**config.mk**
```make
export PLATFORM = sky130hd
export DESIGN_NAME = gbm_fifo
export DESIGN_NICKNAME = d
export VERILOG_FILES = /design/src/hw/rtl/gbm_pkg.sv /design/src/hw/rtl/gbm_fifo.sv
export SDC_FILE = /design/constraint.sdc
export NUM_CORES = 1
export LEC_CHECK = 0
export ABC_AREA = 0
export BUFFER_PORTS_ARGS = -buffer_cell sky130_fd_sc_hd__buf_4
export CAP_MARGIN = 25
export CELL_PAD_IN_SITES_DETAIL_PLACEMENT = 0
export CELL_PAD_IN_SITES_GLOBAL_PLACEMENT = 2
export CORE_ASPECT_RATIO = 0.7
export CORE_UTILIZATION = 38
export CTS_BUF_LIST = sky130_fd_sc_hd__clkbuf_16
export DETAILED_ROUTE_END_ITERATION = 10
export MAX_ROUTING_LAYER = met4
export PLACE_DENSITY_LB_ADDON = 0.1
export SETUP_SLACK_MARGIN = 0.1
export SLEW_MARGIN = 20
export SYNTH_ARGS = -nofsm -noshare
export SYNTH_HDL_FRONTEND = slang
export SYNTH_SLANG_ARGS = --single-unit
```
**constraint.sdc**
```tcl
create_clock -name i_clk -period 4.7 [get_ports i_clk]
set_input_delay 0.235 -clock i_clk [delete_from_list [all_inputs] [get_ports i_clk]]
set_output_delay 0.235 -clock i_clk [all_outputs]
set_load 0.02 [all_outputs]
```
**src/hw/rtl/gbm_pkg.sv**
```systemverilog
// Shared types and constants for the price path step core.
package gbm_pkg;

    localparam logic [28:0] LOG2E_Q28 = 29'd387270501;
    localparam logic signed [38:0] X_LIMIT = 39'sd17179869184;

    localparam logic [2:0] REG_START_PRICE = 3'd0;
    localparam logic [2:0] REG_DRIFT       = 3'd1;
    localparam logic [2:0] REG_VOLATILITY  = 3'd2;
    localparam logic [2:0] REG_STEP_YEARS  = 3'd3;
    localparam logic [2:0] REG_ROOT_STEP   = 3'd4;
    localparam logic [2:0] REG_STEP_TICKS  = 3'd5;
    localparam logic [2:0] REG_PATH_STEPS  = 3'd6;

    typedef struct packed {
        logic [31:0] start_price;
        logic [31:0] drift_rate;
        logic [31:0] volatility_rate;
        logic [31:0] step_years;
        logic [31:0] root_step_years;
        logic [31:0] step_ticks;
        logic [15:0] path_steps;
    } t_cfg;

    typedef struct packed {
        logic signed [15:0] normal_sample;
        logic               start;
        logic [47:0]        time_ticks;
        logic               last;
    } t_item;

    function automatic logic [28:0] pow2_coef(input logic [2:0] k);
        logic [28:0] c;
        case (k)
            3'd0: c = 29'd268435456;
            3'd1: c = 29'd186065279;
            3'd2: c = 29'd64485312;
            3'd3: c = 29'd14899271;
            3'd4: c = 29'd2581847;
            3'd5: c = 29'd357920;
            3'd6: c = 29'd41349;
            3'd7: c = 29'd4094;
            default: c = 29'd0;
        endcase
        return c;
    endfunction

endpackage

```
**src/hw/rtl/gbm_fifo.sv**
```systemverilog
// Short queue of classified items between front and back.
module gbm_fifo import gbm_pkg::*; #(
    parameter int DEPTH = 2
) (
    input  logic  i_clk,
    input  logic  i_rst_n,
    input  logic  i_push,
    input  t_item i_item,
    input  logic  i_pop,
    output logic  o_valid,
    output logic  o_full,
    output t_item o_item
);

    localparam int PW = (DEPTH > 1) ? $clog2(DEPTH) : 1;
    localparam int CW = $clog2(DEPTH + 1);

    t_item         r_mem [DEPTH];
    logic [PW-1:0] r_wr;
    logic [PW-1:0] r_rd;
    logic [CW-1:0] r_count;

    assign o_valid = (r_count != '0);
    assign o_full = (r_count == CW'(DEPTH));
    assign o_item = r_mem[r_rd];

    always_ff @(posedge i_clk) begin
        if (i_push) begin
            r_mem[r_wr] <= i_item;
        end
    end

    always_ff @(posedge i_clk) begin
        if (!i_rst_n) begin
            r_wr <= '0;
            r_rd <= '0;
            r_count <= '0;
        end else begin
            if (i_push) begin
                r_wr <= (r_wr == PW'(DEPTH - 1)) ? '0 : r_wr + 1'b1;
            end
            if (i_pop) begin
                r_rd <= (r_rd == PW'(DEPTH - 1)) ? '0 : r_rd + 1'b1;
            end
            if (i_push && !i_pop) begin
                r_count <= r_count + 1'b1;
            end else if (!i_push && i_pop) begin
                r_count <= r_count - 1'b1;
            end
        end
    end

endmodule

```
# After elaboration in Yosys (flattened, before gate mapping)
# Memory sizes are Yosys's and may differ from the RTL's. A register that Yosys moved wholly into a read port is not among the register bits.
# Index checks and enable logic that the tools add are counted.
[word_totals] regBits=4 ram_bits=132 in_bits=70 word_cells=23 n_memories=1
[classes] n_addsub=4 n_eq_ne=1 n_mux=8 n_reduce_logical=6
[mem_list] memory="r_mem" words=2 width=66 read_ports=1 rd_ports_with_merged_regs=1 write_ports=1 line="gbm_fifo.sv:18" source="t_item r_mem [DEPTH];"
[ops] operator="two-way mux 1 bit" count=6
[ops] operator="two-way mux 2 bit" count=2
[ops] operator="nonzero test 2 bit" count=2
[ops] operator="adder 1 bit (second input constant)" count=2
[ops] operator="adder 2 x 1 -> 2 bit (second input constant)" count=1
[ops] operator="equality test 2 bit (second input constant)" count=1
[ops] operator="logical AND 1 bit" count=2
[ops] operator="logical NOT 1 bit" count=2
[ops] operator="subtractor 2 x 1 -> 2 bit (second input constant)" count=1

# Depth between registers and ports, before layout
[logic_depth] ltp_word=4 mapped_depth=5

# Worst setup path before layout
# Ideal clock, no wire load.
[synth_path] kind="flip-flop to flip-flop" from="reg r_wr" to="mem r_mem[0][0] (netlist bit) (enable)" arrival_ns=3.260 slack_ns=0.941 stages_incl_launch_ff=2 path_buffers=0 period_less_slack_ns=3.759 path_cell_list="dfxtp_1 nor2b_1"
[synth_rtl] item="start: declaration" line="gbm_fifo.sv:19" source="logic [PW-1:0] r_wr;"
[synth_rtl] item="start signal: assignment" line="gbm_fifo.sv:40" source="r_wr <= (r_wr == PW'(DEPTH - 1)) ? '0 : r_wr + 1'b1;"
[synth_rtl] item="end: declaration" line="gbm_fifo.sv:18"
# No word-level cell before the write port.

==> results.json <==
{
  "power_switching_share_pct": 22.0,
  "synth_area_um2": 4990,
  "synthFlopType": "edfxtp_1",
  "power_switching_w": 0.000688,
  "finalHoldViolCount": 0,
  "cts.path.max_buffers": 2,
  "hold_path.startpoint": "i_item[27]",
  "clkPwrFrac_pct": 41.6,
  "p_total_w": 0.00313,
  "regToRegStartpoint": "r_wr",
  "io_buffers": 137,
  "ys_seq_elements": 137,
  "num_vias": 2682,
  "wirelength_um": 9170,
  "dp_slack_ns": 2.86,
  "p_leak_nw": 2.72,
  "max_stage_delay_ns": 0.96,
  "die_w_um": 139,
  "die-area_um2": 13600,
  "p_int_w": 0.00244,
  "n_antenna_cell": 0,
  "cts_root_buf": "clkbuf_16",
  "io_pins": 138,
  "holdPathEnd": "r_mem[0][27]",
  "required_ns": 4.47,
  "fin_ws_ns": 2.47,
  "cp_max_fo": 66,
  "die_y_um": 97.9,
  "fillers": 1019,
  "whs_path_depth": 1,
  "syn-num-nets": 298,
  "final_area_um2": 7170,
  "violations": "DRC",
  "finalMaxSlewViolations": 0,
  "ys_seq_area_share_pct": 81.4,
  "r2r_end": "r_mem[1][27]",
  "rrSetupSlack_ns": 3.08,
  "hold_path.class": "in2reg",
  "cp.arrival_ns": 1.99,
  "grt_pass1_wl_um": 14000,
  "setup_viol": 0,
  "cts_resized": 0,
  "antenna_found_initial": 0,
  "gp_congestion": 0.691,
  "worstSkewPairLatency_ns": 0.40,
  "cts_setup_buffers": 0,
  "drc": 9,
  "period_share_pct": 47.4,
  "drt_iter0_drc": 117,
  "cp_slowest_cell": "dfxtp_4",
  "cts.sinks": 137,
  "drtAntennaViolNets": 0,
  "synth_cells": 227,
  "start_util_pct": 39.5,
  "worstMarginPinSlew_ns": 0.958,
  "grt_max_degree": 68,
  "postCtsHoldBufs": 33,
  "fin_cells": 592,
  "vias_per_cell": 4.53,
  "vdd_drop_max_mv": 0.254,
  "synth_enable_flop_cells": 132,
  "grt_pass1_vias": 2736,
  "status": "complete, but fails checks",
  "comb_power_share_pct": 12.0,
  "setup_tns_ns": 0,
  "coreArea_um2": 12600,
  "finalNetCount": 488,
  "p_per_area_nw_per_um2": 436,
  "critPathKind": "reg2out",
  "syn_area_per_cell_um2": 22.0,
  "period_minus_slack_ns": 2.23,
  "grt_usage_pct": 14.4,
  "synth_cell_types": 17,
  "rows": 34,
  "ys_warn_count": 0,
  "grt_remaining_overflow": 0,
  "rsz0062_at_grt": "false",
  "crit_chain": "mux2_2, buf_4",
  "numCtsBuffers": 17,
  "area_delta_synth_final_pct": 43.5,
  "clock.fmax_mhz": 449,
  "max_slew_margin_pct": 36.1,
  "start_kind": "flip-flop",
  "fin_worst_skew_ns": 0.00964,
  "maxCapViolCount": 0,
  "dp.cells": 520,
  "r2r_cells": 1,
  "async_flop_share_pct": 0,
  "dp_hpwl_um": 5300,
  "seq_power_share_pct": 46.4,
  "placed_cell_area_um2": 6180,
  "firstDrtPassIters": 10,
  "end_kind": "primary output",
  "ctsHtreeMaxLevel": 4,
  "routedWlPerCell_um": 15.5,
  "drive_above_1_share_pct": 54.9,
  "path_clk_slew_ns": 0.06,
  "cts_tree": "done"
}
-- sequential cells by signal (all words and copies together), names as in the netlist, named ones only --
register	flops
r_wr	1
r_mem	132
r_rd	1
r_count	2
-- worst max-delay path by stage --
stage / from / depth (start not counted) / end
3_5_place_dp: flip-flop / 2 / o_item[52]
5_1_grt: flip-flop / 2 / o_item[16]
2_1_floorplan: r_wr / 1 / r_mem[0][0]
3_3_place_gp: flip-flop / 2 / o_item[29]
6_report: flip-flop / 2 / o_item[16]
4_1_cts: flip-flop / 2 / o_item[29]
-- through the flow --
step | util, % | hold slack, ns
final | 56.7 | 0.0190
after global routing | 56.7 | 0.000245
after CTS | 56.2 | 0.0000432
after detailed placement | 48.9 | 0.422
after global placement | 48.9 | 0.420
after floorplan | - | 0.334
-- synth_stat cells (2+ instances only) --
library cell  number  area, um2
dfxtp_1            5        100
buf_2              2       10.0
xor2_1             2       17.5
mux2_2            66        743
buf_6              5       56.3
edfxtp_1         132       3960
nor2b_1            2       12.5
and2_1             4       25.0
-- kinds of logic (layout without fill, tap and decap cells) --
family,count (synthesis),after routing,synth area share [%]
adders and majority gates,1,1,0.250
buffers and inverters,8,211,1.40
muxes,66,66,14.9
and+or+nand+nor,9,9,1.18
xor gates and xnor gates,3,3,0.526
AOI/OAI and AO/OA,3,3,0.401
DFF,137,137,81.4
-- routing by layer --
layer / wire length [um] / track usage, %
met1: 4280 / 18.1
met2: 4260 / 21.4
met3: 554 / 4.90
met4: 72 / 5.64
met5: 0 / -
-- critical path, delay by kind of cell, from the launching register on --
family                 cells  cell delay, ns
DFF                        1            0.96
buffers and inverters      1            0.16
muxes                      1            0.43
-- layout by cell type, fill, tap and decap left out --
| master | count |
|---|---|
| buf_4 | 138 |
| edfxtp_1 | 132 |
| mux2_2 | 66 |
| dlygate4sd3_1 | 40 |
| clkbuf_16 | 17 |
| clkinv_1 | 4 |
| dfxtp_1 | 4 |
| and2_1 | 3 |
| clkinv_2 | 3 |
| clkinv_4 | 3 |
| bufinv_16 | 3 |
| inv_1 | 2 |
| xor2_1 | 2 |
| and2b_2 | 1 |
| and2_4 | 1 |
| or2_2 | 1 |
| nor2b_4 | 1 |
| xnor2_1 | 1 |
| nor2b_1 | 1 |
| o21a_1 | 1 |
| o21ai_0 | 1 |
| or3_1 | 1 |
| a21boi_1 | 1 |
| ha_1 | 1 |
| dfxtp_4 | 1 |
| inv_6 | 1 |
-- area by class of cell --
cell class,count,area (um2),share of cell area (%)
multi-input cells,82,871,12.2
flip-flops and latches,137,4070,56.8
repair buffers,178,1440,20.0
clock inverters,15,159,2.22
inverters,1,3.75,0.0524
well taps,162,203,2.83
clock buffers,17,425,5.94
-- power by group through the flow --
stage,Combinational (W),Clock [W],Sequential (W)
after floorplan,0.000212,0,0.00145
after global placement,0.000349,0,0.00147
after detailed placement,0.000351,0,0.00148
after CTS,0.000376,0.00133,0.00145
after global routing,0.000396,0.00138,0.00146
final,0.000375,0.00130,0.00145
Power figures use the tool's default switching activity.
