### src/hw/rtl/gbm_pkg.sv
// Shared types and constants for the price path step core.
package gbm_pkg;

    localparam logic [28:0] LOG2E_Q28 = 29'd387270501;
    localparam logic signed [38:0] X_LIMIT = 39'sd17179869184;

    localparam logic [2:0] REG_START_PRICE = 3'd0;
    localparam logic [2:0] REG_DRIFT       = 3'd1;
    localparam logic [2:0] REG_VOLATILITY  = 3'd2;
    localparam logic [2:0] REG_STEP_YEARS  = 3'd3;
    localparam logic [2:0] REG_ROOT_STEP   = 3'd4;
    localparam logic [2:0] REG_STEP_TICKS  = 3'd5;
    localparam logic [2:0] REG_PATH_STEPS  = 3'd6;

    typedef struct packed {
        logic [31:0] start_price;
        logic [31:0] drift_rate;
        logic [31:0] volatility_rate;
        logic [31:0] step_years;
        logic [31:0] root_step_years;
        logic [31:0] step_ticks;
        logic [15:0] path_steps;
    } t_cfg;

    typedef struct packed {
        logic signed [15:0] normal_sample;
        logic               start;
        logic [47:0]        time_ticks;
        logic               last;
    } t_item;

    function automatic logic [28:0] pow2_coef(input logic [2:0] k);
        logic [28:0] c;
        case (k)
            3'd0: c = 29'd268435456;
            3'd1: c = 29'd186065279;
            3'd2: c = 29'd64485312;
            3'd3: c = 29'd14899271;
            3'd4: c = 29'd2581847;
            3'd5: c = 29'd357920;
            3'd6: c = 29'd41349;
            3'd7: c = 29'd4094;
            default: c = 29'd0;
        endcase
        return c;
    endfunction

endpackage

### src/hw/rtl/gbm_front.sv
// Front end: accepts samples, tracks path position and timestamps.
module gbm_front import gbm_pkg::*; (
    input  logic        i_clk,
    input  logic        i_rst_n,
    input  t_cfg        i_cfg,
    input  logic        i_in_valid,
    input  logic [15:0] i_normal_sample,
    input  logic        i_q_full,
    output logic        o_in_stall,
    output logic        o_push,
    output t_item       o_item
);

    logic [15:0] r_step_index;
    logic [47:0] r_time;
    logic [15:0] n_step_index;
    logic [47:0] n_time;
    logic        n_start;
    logic        n_last;

    always_comb begin
        n_start = (r_step_index == 16'd0);
        n_time = n_start ? 48'd0 : (r_time + {16'd0, i_cfg.step_ticks});
        n_step_index = r_step_index + 16'd1;
        n_last = (n_step_index >= i_cfg.path_steps);
    end

    assign o_in_stall = i_q_full;
    assign o_push = i_in_valid && !i_q_full;
    assign o_item = '{normal_sample: i_normal_sample, start: n_start,
                      time_ticks: n_time, last: n_last};

    always_ff @(posedge i_clk) begin
        if (!i_rst_n) begin
            r_step_index <= 16'd0;
            r_time <= 48'd0;
        end else if (o_push) begin
            r_step_index <= n_last ? 16'd0 : n_step_index;
            r_time <= n_time;
        end
    end

endmodule

### config.mk
export PLATFORM = sky130hd
export DESIGN_NAME = gbm_front
export DESIGN_NICKNAME = d
export VERILOG_FILES = /design/src/hw/rtl/gbm_pkg.sv /design/src/hw/rtl/gbm_front.sv
export SDC_FILE = /design/constraint.sdc
export NUM_CORES = 1
export LEC_CHECK = 0
export BUFFER_PORTS_ARGS = -buffer_cell sky130_fd_sc_hd__buf_2
export CAP_MARGIN = 30
export CORE_UTILIZATION = 42
export DETAILED_ROUTE_END_ITERATION = 7
export GPL_ROUTABILITY_DRIVEN = 0
export GPL_TIMING_DRIVEN = 0
export PLACE_DENSITY = 0.87
export SYNTH_ARGS = -nofsm -noshare
export SYNTH_HDL_FRONTEND = slang
export SYNTH_SLANG_ARGS = --single-unit
### constraint.sdc
create_clock -name i_clk -period 3.49 [get_ports i_clk]
set_clock_uncertainty 0.1 [all_clocks]
set_input_delay 0 -clock i_clk [delete_from_list [all_inputs] [get_ports i_clk]]
set_output_delay 0 -clock i_clk [all_outputs]
set_load 0.01 [all_outputs]
== Word level (Yosys, flattened, before mapping) ==
Index checks and enable logic that the tools add are counted.
Word-level totals
  register bits: 64
Operators by class
  reduce and logical (&&, ||, !) cells: 3
  magnitude comparators: 1
  add/sub/neg operators: 2
  mux-type cells: 2
Operator list (number)
  48-bit by 32-bit adder with 48-bit output: 1
  48-bit 2-to-1 mux: 1
  16-bit by 1-bit adder with 16-bit output, second input constant: 1
  16-bit greater-or-equal comparator: 1
  16-bit zero test: 1
  16-bit 2-to-1 mux: 1
  1-bit logical AND: 1
  1-bit zero test: 1

== Depth between registers and ports, before layout ==
Gate-level depths: netlist of the first run.
  depth after elaboration: 3
  mapped depth: 16

== Worst setup path before layout of the first run ==
No wires, ideal clock.
  path type: flip-flop to flip-flop
  start: register r_step_index[0]
  end: register r_step_index[10]
  clock period less this slack: 3.552 ns
  path slack: -0.062 ns
  library setup time: 0.076 ns
  data arrival time: 3.376 ns
  path buffers: 1
  stages on the path, launching flop included: 15
  cell sequence: dfxtp_1 -> ha_1 -> nand3_1 -> nor2_1 -> and3_1 -> and3_1 -> nand3_1 -> nor2_1 -> xor2_1 -> ha_1 -> a2111o_1 -> o21ai_1 -> clkbuf_1 -> a21oi_1 -> o22ai_1
On the way
  word-level cells in the longest chain between the ends: 3
Ends and longest elaborated chain
  from (decl): RTL line gbm_front.sv:14  | logic [15:0] r_step_index;
  from (signal assigned): RTL line gbm_front.sv:38  | r_step_index <= n_last ? 16'd0 : n_step_index;
  16-bit by 1-bit adder with 16-bit output (*): RTL line gbm_front.sv:24  | n_step_index = r_step_index + 16'd1;
  16-bit greater-or-equal comparator: RTL line gbm_front.sv:25  | n_last = (n_step_index >= i_cfg.path_steps);
  16-bit 2-to-1 mux (*): RTL line gbm_front.sv:38
Every way passes the cells marked *; elsewhere a longest branch is shown, timed or not.
A chain may end at the register's enable or synchronous reset.

==> impl_results.md, run 1 <==
- Status: complete, no violations
- Achievable clock frequency: 0.292 GHz
- Via count: 6437
- Number of antenna violations at the first check in global routing: 0
- Worst slack on hold paths: 0.0833 ns
- Die Area: 14000 sq um
- Bufs on Longest Clock Path: 2
- Period Utilization, post-route: 98.2%
- Largest fanout on the critical path: 14
- Detail Route Antenna Nets: 0
- Global-route wire length before repair: 28.1 mm
- Bufs and invs on worst path: 2
- Actual slew at the worst max-slew pin: 0.691 ns
- Maximum number of pins on one net before global-route repair: 20
- Number of flops mapped to enable cells by yosys: 0
- Number of violations of the max-capacitance limit: 0
- Total congestion overflow: 0
- Worst R2R Start: r_time[13]$_SDFFE_PN0P_
- Fraction of registers with async set or reset after synthesis: 0%
- Number of cells on the worst hold path: 2
- Hold path start: i_normal_sample[14]
- Boundary Pins: 296
- Count of endpoints failing setup in the final report: 0
- Final critical delay including setup and external delays: 3.43 ns
- Share of cells above drive strength 1: 23.0%
- Nature of the critical path startpoint: flop
- H-tree levels: 3
- Final #Nets: 1219
- Area growth, synth to finish: 25.5%
- Vias per std cell: 5.74
- Critical-path cell list: ha_1, and2_1, and3_1, a221oi_1, a21oi_4, o2111ai_4, nand3_4, buf_4, a31o_2, buf_2
- Type of the worst min-delay path: in2out
- Clock slew seen by the registers of the worst setup and hold paths: 0.06 ns
- Critical path arrival: 3.33 ns
- Ant. Diodes: 0
- Critical path's top delay family: compound AO/OA/AOI/OAI gates
- Reg2reg path depth: 10
- Core area: 13200 sq um
- Overall die width: 118 um
- Post-synth top flop: sky130_fd_sc_hd__dfxtp_1
- Placement Rows: 42
- Global-route total usage across every layer: 24.9%
- CP Data Required Time: 3.39 ns
- Total clock buffers created by CTS: 9
- Post-Synthesis Cells: 801
- Mean area per synthesized cell: 7.11 sq um
- Max-slew violation count: 0
- Tightest slew margin relative to the limit: 53.9%
- Die Height: 118 um
- Maximum ir drop on the vdd rail: 313 uV
- Post-route non-filler standard cell count: 1121
- TritonCTS clock tree: done
- Count of unique library cells instantiated by Yosys: 58
- Endpoint kind of the worst setup timing path: output pin
- Most frequent cells in the layout: sky130_fd_sc_hd__buf_2, sky130_fd_sc_hd__nand2_1, sky130_fd_sc_hd__a21oi_1, sky130_fd_sc_hd__nor2_1, sky130_fd_sc_hd__dfxtp_1
- Port buffer count: 119
- Final hold violations: 0
- Cell area power density: 306 nW/um^2
- Total power draw: 2.19 mW
- Number of synthesized register bits: 64
- Initial DRC count: 596
- Most frequent standard cell in the layout excluding fill and tap cells: sky130_fd_sc_hd__buf_2
- Clock Sinks: 64
- Detailed Route WL: 18.0 mm
- Number of placed cells counting well taps: 1096
- Post-Synthesis Net Count: 1080
- Number of search-and-repair iterations in the first detailed-routing pass: 7
- Worst reg2reg endpoint: r_time[40]$_SDFFE_PN0P_
- Buffer cell driving the clock tree root: sky130_fd_sc_hd__clkbuf_16
- Cell Area, Synth: 5700 sq um
- Worst path slowest cell: sky130_fd_sc_hd__a221oi_1
- Type of the setup path with the least slack: reg2out
- Initial cell density of the core: 43.0%
- Proportion of synthesized chip area in sequential cells: 22.5%
- DRC viols: 0
- Routed wirelength normalized by instance count: 16.0 um
- FF-to-FF setup slack: 0.11 ns
- Delay of the slowest cell on the worst path: 0.60 ns
- P_leak: 3.19 nW
- Hold path endpoint: o_item[64]
- Warnings, synthesis: 0
- Latest clock arrival within the worst-skew pair: 0.34 ns
- Via count of the first global-routing pass: 5773
- Half-perimeter wire length after detailed placement: 12.9 mm
## flip-flops by register name (all words and copies together) (netlist names)
name,cells
r_time,48
r_step_index,16
## metrics by stage
step                      setup slack [ns]  utilization [%]  setup TNS, ns  area, sq um
after floorplan                     0.0167                -              0         5700
after global placement              -0.511             49.2          -8.36         6520
after CTS                          0.00112             52.6              0         6970
after global routing               -0.0162             54.0        -0.0376         7150
final                               0.0633             54.0              0         7150
after detailed placement            -0.583             49.2          -9.33         6520
## cells by family (layout without fill, tap and decap cells)
logic type / Yosys count / after routing / synth area share [%]
AND/OR/NAND/NOR: 320 / 320 / 26.6
AO/OA/AOI/OAI: 212 / 212 / 23.2
buffers and inverters: 103 / 247 / 8.48
flip-flops: 64 / 64 / 22.5
adder cells (fa/ha/maj): 51 / 51 / 11.3
XOR/XNOR: 50 / 50 / 7.69
multiplexers: 1 / 1 / 0.176
## Yosys cell counts, drive strengths merged, types with 7 or more instances
library cell | count | area, sq um
a31oi | 13 | 81.3
nor2 | 73 | 274
o21a | 9 | 67.6
a21o | 17 | 128
o21ai | 31 | 155
buf | 31 | 211
o22ai | 11 | 68.8
nor3 | 13 | 65.1
nand2 | 111 | 417
nand3 | 38 | 195
xnor2 | 29 | 254
and3 | 15 | 93.8
o31ai | 7 | 52.6
ha | 50 | 626
dfxtp | 64 | 1280
nand4 | 12 | 75.1
and2 | 10 | 62.6
or3 | 15 | 93.8
a21oi | 82 | 410
clkbuf | 37 | 140
inv | 33 | 124
xor2 | 21 | 184
## layout make-up
class / count / area, sq um
Fill cell: 1268 / 6090
Timing Repair Buffer: 130 / 681
Clock buffer: 14 / 274
Clock inverter: 2 / 60.1
Multi-Input combinational cell: 634 / 4140
Sequential cell: 64 / 1300
Tap cell: 176 / 220
Buffer: 66 / 350
Inverter: 35 / 131
## what timing repair did
item                                   4_1_cts  5_1_grt
buffers inserted                             3        7
gates resized for setup                     24       35
hold buffers                                 1        0
pin swaps                                    4        8
endpoints found under the hold margin        1        0
setup endpoints to repair                   40       46
gates cloned                                 0        0
## metal layers
layer	wire length, um	global-route usage (%)	up-vias
met5	0	0	-
met4	594	10.9	0
met3	1720	6.03	51
met2	8250	40.9	340
met1	7390	31.0	2936
li1	-	-	3110
## power breakdown
part           switching (mW)  internal (mW)
logic                   0.268          0.154
clock network           0.340          0.685
registers             0.00634          0.737
total                   0.614           1.58
## how the worst max path moves through the flow
stage	end	slack (ns)	cells past startpoint	start
4_1_cts	o_item[31]	0.001	13	r_time[0]$_SDFFE_PN0P_
5_1_grt	r_step_index[4]$_SDFFE_PN0P_	-0.02	15	r_step_index[1]$_SDFFE_PN0P_
3_3_place_gp	r_step_index[7]$_SDFFE_PN0P_	-0.51	14	r_step_index[0]$_SDFFE_PN0P_
2_1_floorplan	r_step_index[10]$_SDFFE_PN0P_	0.02	14	r_step_index[0]$_SDFFE_PN0P_
3_5_place_dp	r_step_index[11]$_SDFFE_PN0P_	-0.58	14	r_step_index[0]$_SDFFE_PN0P_
6_report	o_item[37]	0.06	10	r_time[13]$_SDFFE_PN0P_
Power figures use the tool's default switching activity.
==> run 2, diff against run 1 <==
Settings changed: CTS_BUF_LIST from default to sky130_fd_sc_hd__clkbuf_8 sky130_fd_sc_hd__clkbuf_16, SLEW_MARGIN from default to 20.
==> run 2 against run 1 <==
Against the previous run: via count grew 0.92%; clock-buffer cell count down 2; die area unchanged; utilization is the same; design area unchanged; global-route usage is the same; worst setup slack better by 0.027 ns; maximum frequency grew 0.80%; clock power is essentially flat; first-iteration DRC count unchanged; sequential share of layout area unchanged; wire length rose by 0.46%.
==> impl_results.md, run 2 (same netlist as run 1, synthesis figures left out) <==
- Number of violations of the max-capacitance limit: 0
- Share of cells above drive strength 1: 23.0%
- Type of the worst min-delay path: in2out
- Final hold violations: 0
- Status: complete, no violations
- Latest clock arrival within the worst-skew pair: 0.34 ns
- Total non-filler cell area in the finished layout: 7150 sq um
- Max-slew violation count: 0
- Vias per std cell: 5.79
- Overall die width: 118 um
- Leading registers by flop count: r_time (48), r_step_index (16)
- Die Height: 118 um
- Detailed Route WL: 18.0 mm
- H-tree levels: 3
- Endpoint kind of the worst setup timing path: output pin
- Port buffer count: 119
- Tightest slew margin relative to the limit: 55.7%
- Initial cell density of the core: 43.0%
- Largest fanout on the critical path: 14
- Via count: 6496
- Clock Sinks: 64
- Achievable clock frequency: 0.294 GHz
- Total clock buffers created by CTS: 9
- Via count of the first global-routing pass: 5773
- Number of search-and-repair iterations in the first detailed-routing pass: 5
- Most frequent standard cell in the layout excluding fill and tap cells: sky130_fd_sc_hd__buf_2
- Type of the setup path with the least slack: reg2out
- TritonCTS clock tree: done
- Number of placed cells counting well taps: 1096
- Critical path arrival: 3.30 ns
- Share of the core filled with cells in the final layout: 54.0%
- Total congestion overflow: 0
- Number of antenna violations at the first check in global routing: 0
- Detail Route Antenna Nets: 0
- Boundary Pins: 296
- Die Area: 14000 sq um
- Maximum number of pins on one net before global-route repair: 20
- Cell area power density: 306 nW/um^2
- Bufs on Longest Clock Path: 2
- Maximum ir drop on the vdd rail: 311 uV
- Clock slew seen by the registers of the worst setup and hold paths: 0.05 ns
- Total power draw: 2.19 mW
- Buffer cell driving the clock tree root: sky130_fd_sc_hd__clkbuf_16
- Final critical delay including setup and external delays: 3.40 ns
- Final #Nets: 1219
- Nature of the critical path startpoint: flop
- Largest reg by FF count: r_time
- Count of endpoints failing setup in the final report: 0
- DRC viols: 0
- Period Utilization, post-route: 97.4%
- Routed wirelength normalized by instance count: 16.1 um
- Global-route total usage across every layer: 24.9%
- Global-route wire length before repair: 28.1 mm
- P_leak: 3.20 nW
- Total Neg Setup Slack: 0 ns
- Actual slew at the worst max-slew pin: 0.664 ns
- Half-perimeter wire length after detailed placement: 12.9 mm
- Post-route non-filler standard cell count: 1121
- Ant. Diodes: 0
- Most frequent cells in the layout: sky130_fd_sc_hd__buf_2, sky130_fd_sc_hd__nand2_1, sky130_fd_sc_hd__a21oi_1, sky130_fd_sc_hd__nor2_1, sky130_fd_sc_hd__dfxtp_1
- Dpl cell area: 6520 sq um
- Flip-flop count of the largest register after layout: 48
- Placement Rows: 42
- Core area: 13200 sq um
- Area growth, synth to finish: 25.5%
- Fillers: 1268
- CP Data Required Time: 3.39 ns
- FF-to-FF setup slack: 0.14 ns
- Initial DRC count: 596
[run 2: changes by cell type in the layout (fill, tap and decap cells not counted), sizes merged]
| cell | previous run | this run |
|---|---|---|
| clkbuf | 49 | 47 |
| inv | 33 | 35 |
[run 2: cell type report]
class                   instances  area [sq um]  area share (%)
clock inverters                 4          67.6           0.945
multi-input cells             634          4140            57.8
flip-flops and latches         64          1300            18.1
well taps                     176           220            3.08
clock buffers                  12           267            3.73
inverters                      35           131            1.84
plain buffers                  66           350            4.90
repair buffers                130           681            9.52
[run 2: where the power goes]
part | total, mW | switching (mW) | leakage (nW) | internal [mW]
combinational | 0.422 | 0.268 | 2.50 | 0.154
sequential | 0.744 | 0.00633 | 0.520 | 0.737
clock | 1.02 | 0.342 | 0.171 | 0.679
total | 2.19 | 0.617 | 3.20 | 1.57
[run 2: through the flow]
stage	setup WS [ns]	hold WS (ns)
after floorplan	0.0167	-0.00823
after global placement	-0.511	0.0835
after detailed placement	-0.583	0.0839
after CTS	0.00112	0.0841
after global routing	-0.0162	0.0870
final	0.0904	0.0833
[run 2: worst max-delay path: stages (launching register included)]
cell and delay [ns]:
sky130_fd_sc_hd__dfxtp_1 0.32, sky130_fd_sc_hd__ha_1 0.35, sky130_fd_sc_hd__and2_1 0.20, sky130_fd_sc_hd__and3_1 0.21, sky130_fd_sc_hd__a221oi_1 0.58, sky130_fd_sc_hd__a21oi_4 0.16
sky130_fd_sc_hd__o2111ai_4 0.34, sky130_fd_sc_hd__nand3_4 0.23, sky130_fd_sc_hd__buf_4 0.21, sky130_fd_sc_hd__a31o_2 0.22, sky130_fd_sc_hd__buf_2 0.13
[run 2: final timing paths]
| path | start | depth (start not counted) | endpoint |
|---|---|---|---|
| worst min register to register | r_time[15]$_SDFFE_PN0P_ | 2 | r_time[15]$_SDFFE_PN0P_ |
| worst max-delay path | r_time[13]$_SDFFE_PN0P_ | 10 | o_item[37] |
| worst max register to register | r_time[13]$_SDFFE_PN0P_ | 10 | r_time[40]$_SDFFE_PN0P_ |
| worst min-delay path | i_normal_sample[14] | 2 | o_item[64] |
[run 2: what timing repair did]
action,CTS,global route
resized for setup,24,35
endpoints found under the setup margin,40,46
hold buffers,1,0
pin swaps,4,8
endpoints found under the hold margin,1,0
buffers inserted,3,7
[run 2: per-layer routing]
layer	track usage [%]	share of wire (%)
met2	40.9	46
met4	10.9	3.5
met5	0	0
met3	6.03	10
met1	31.0	41
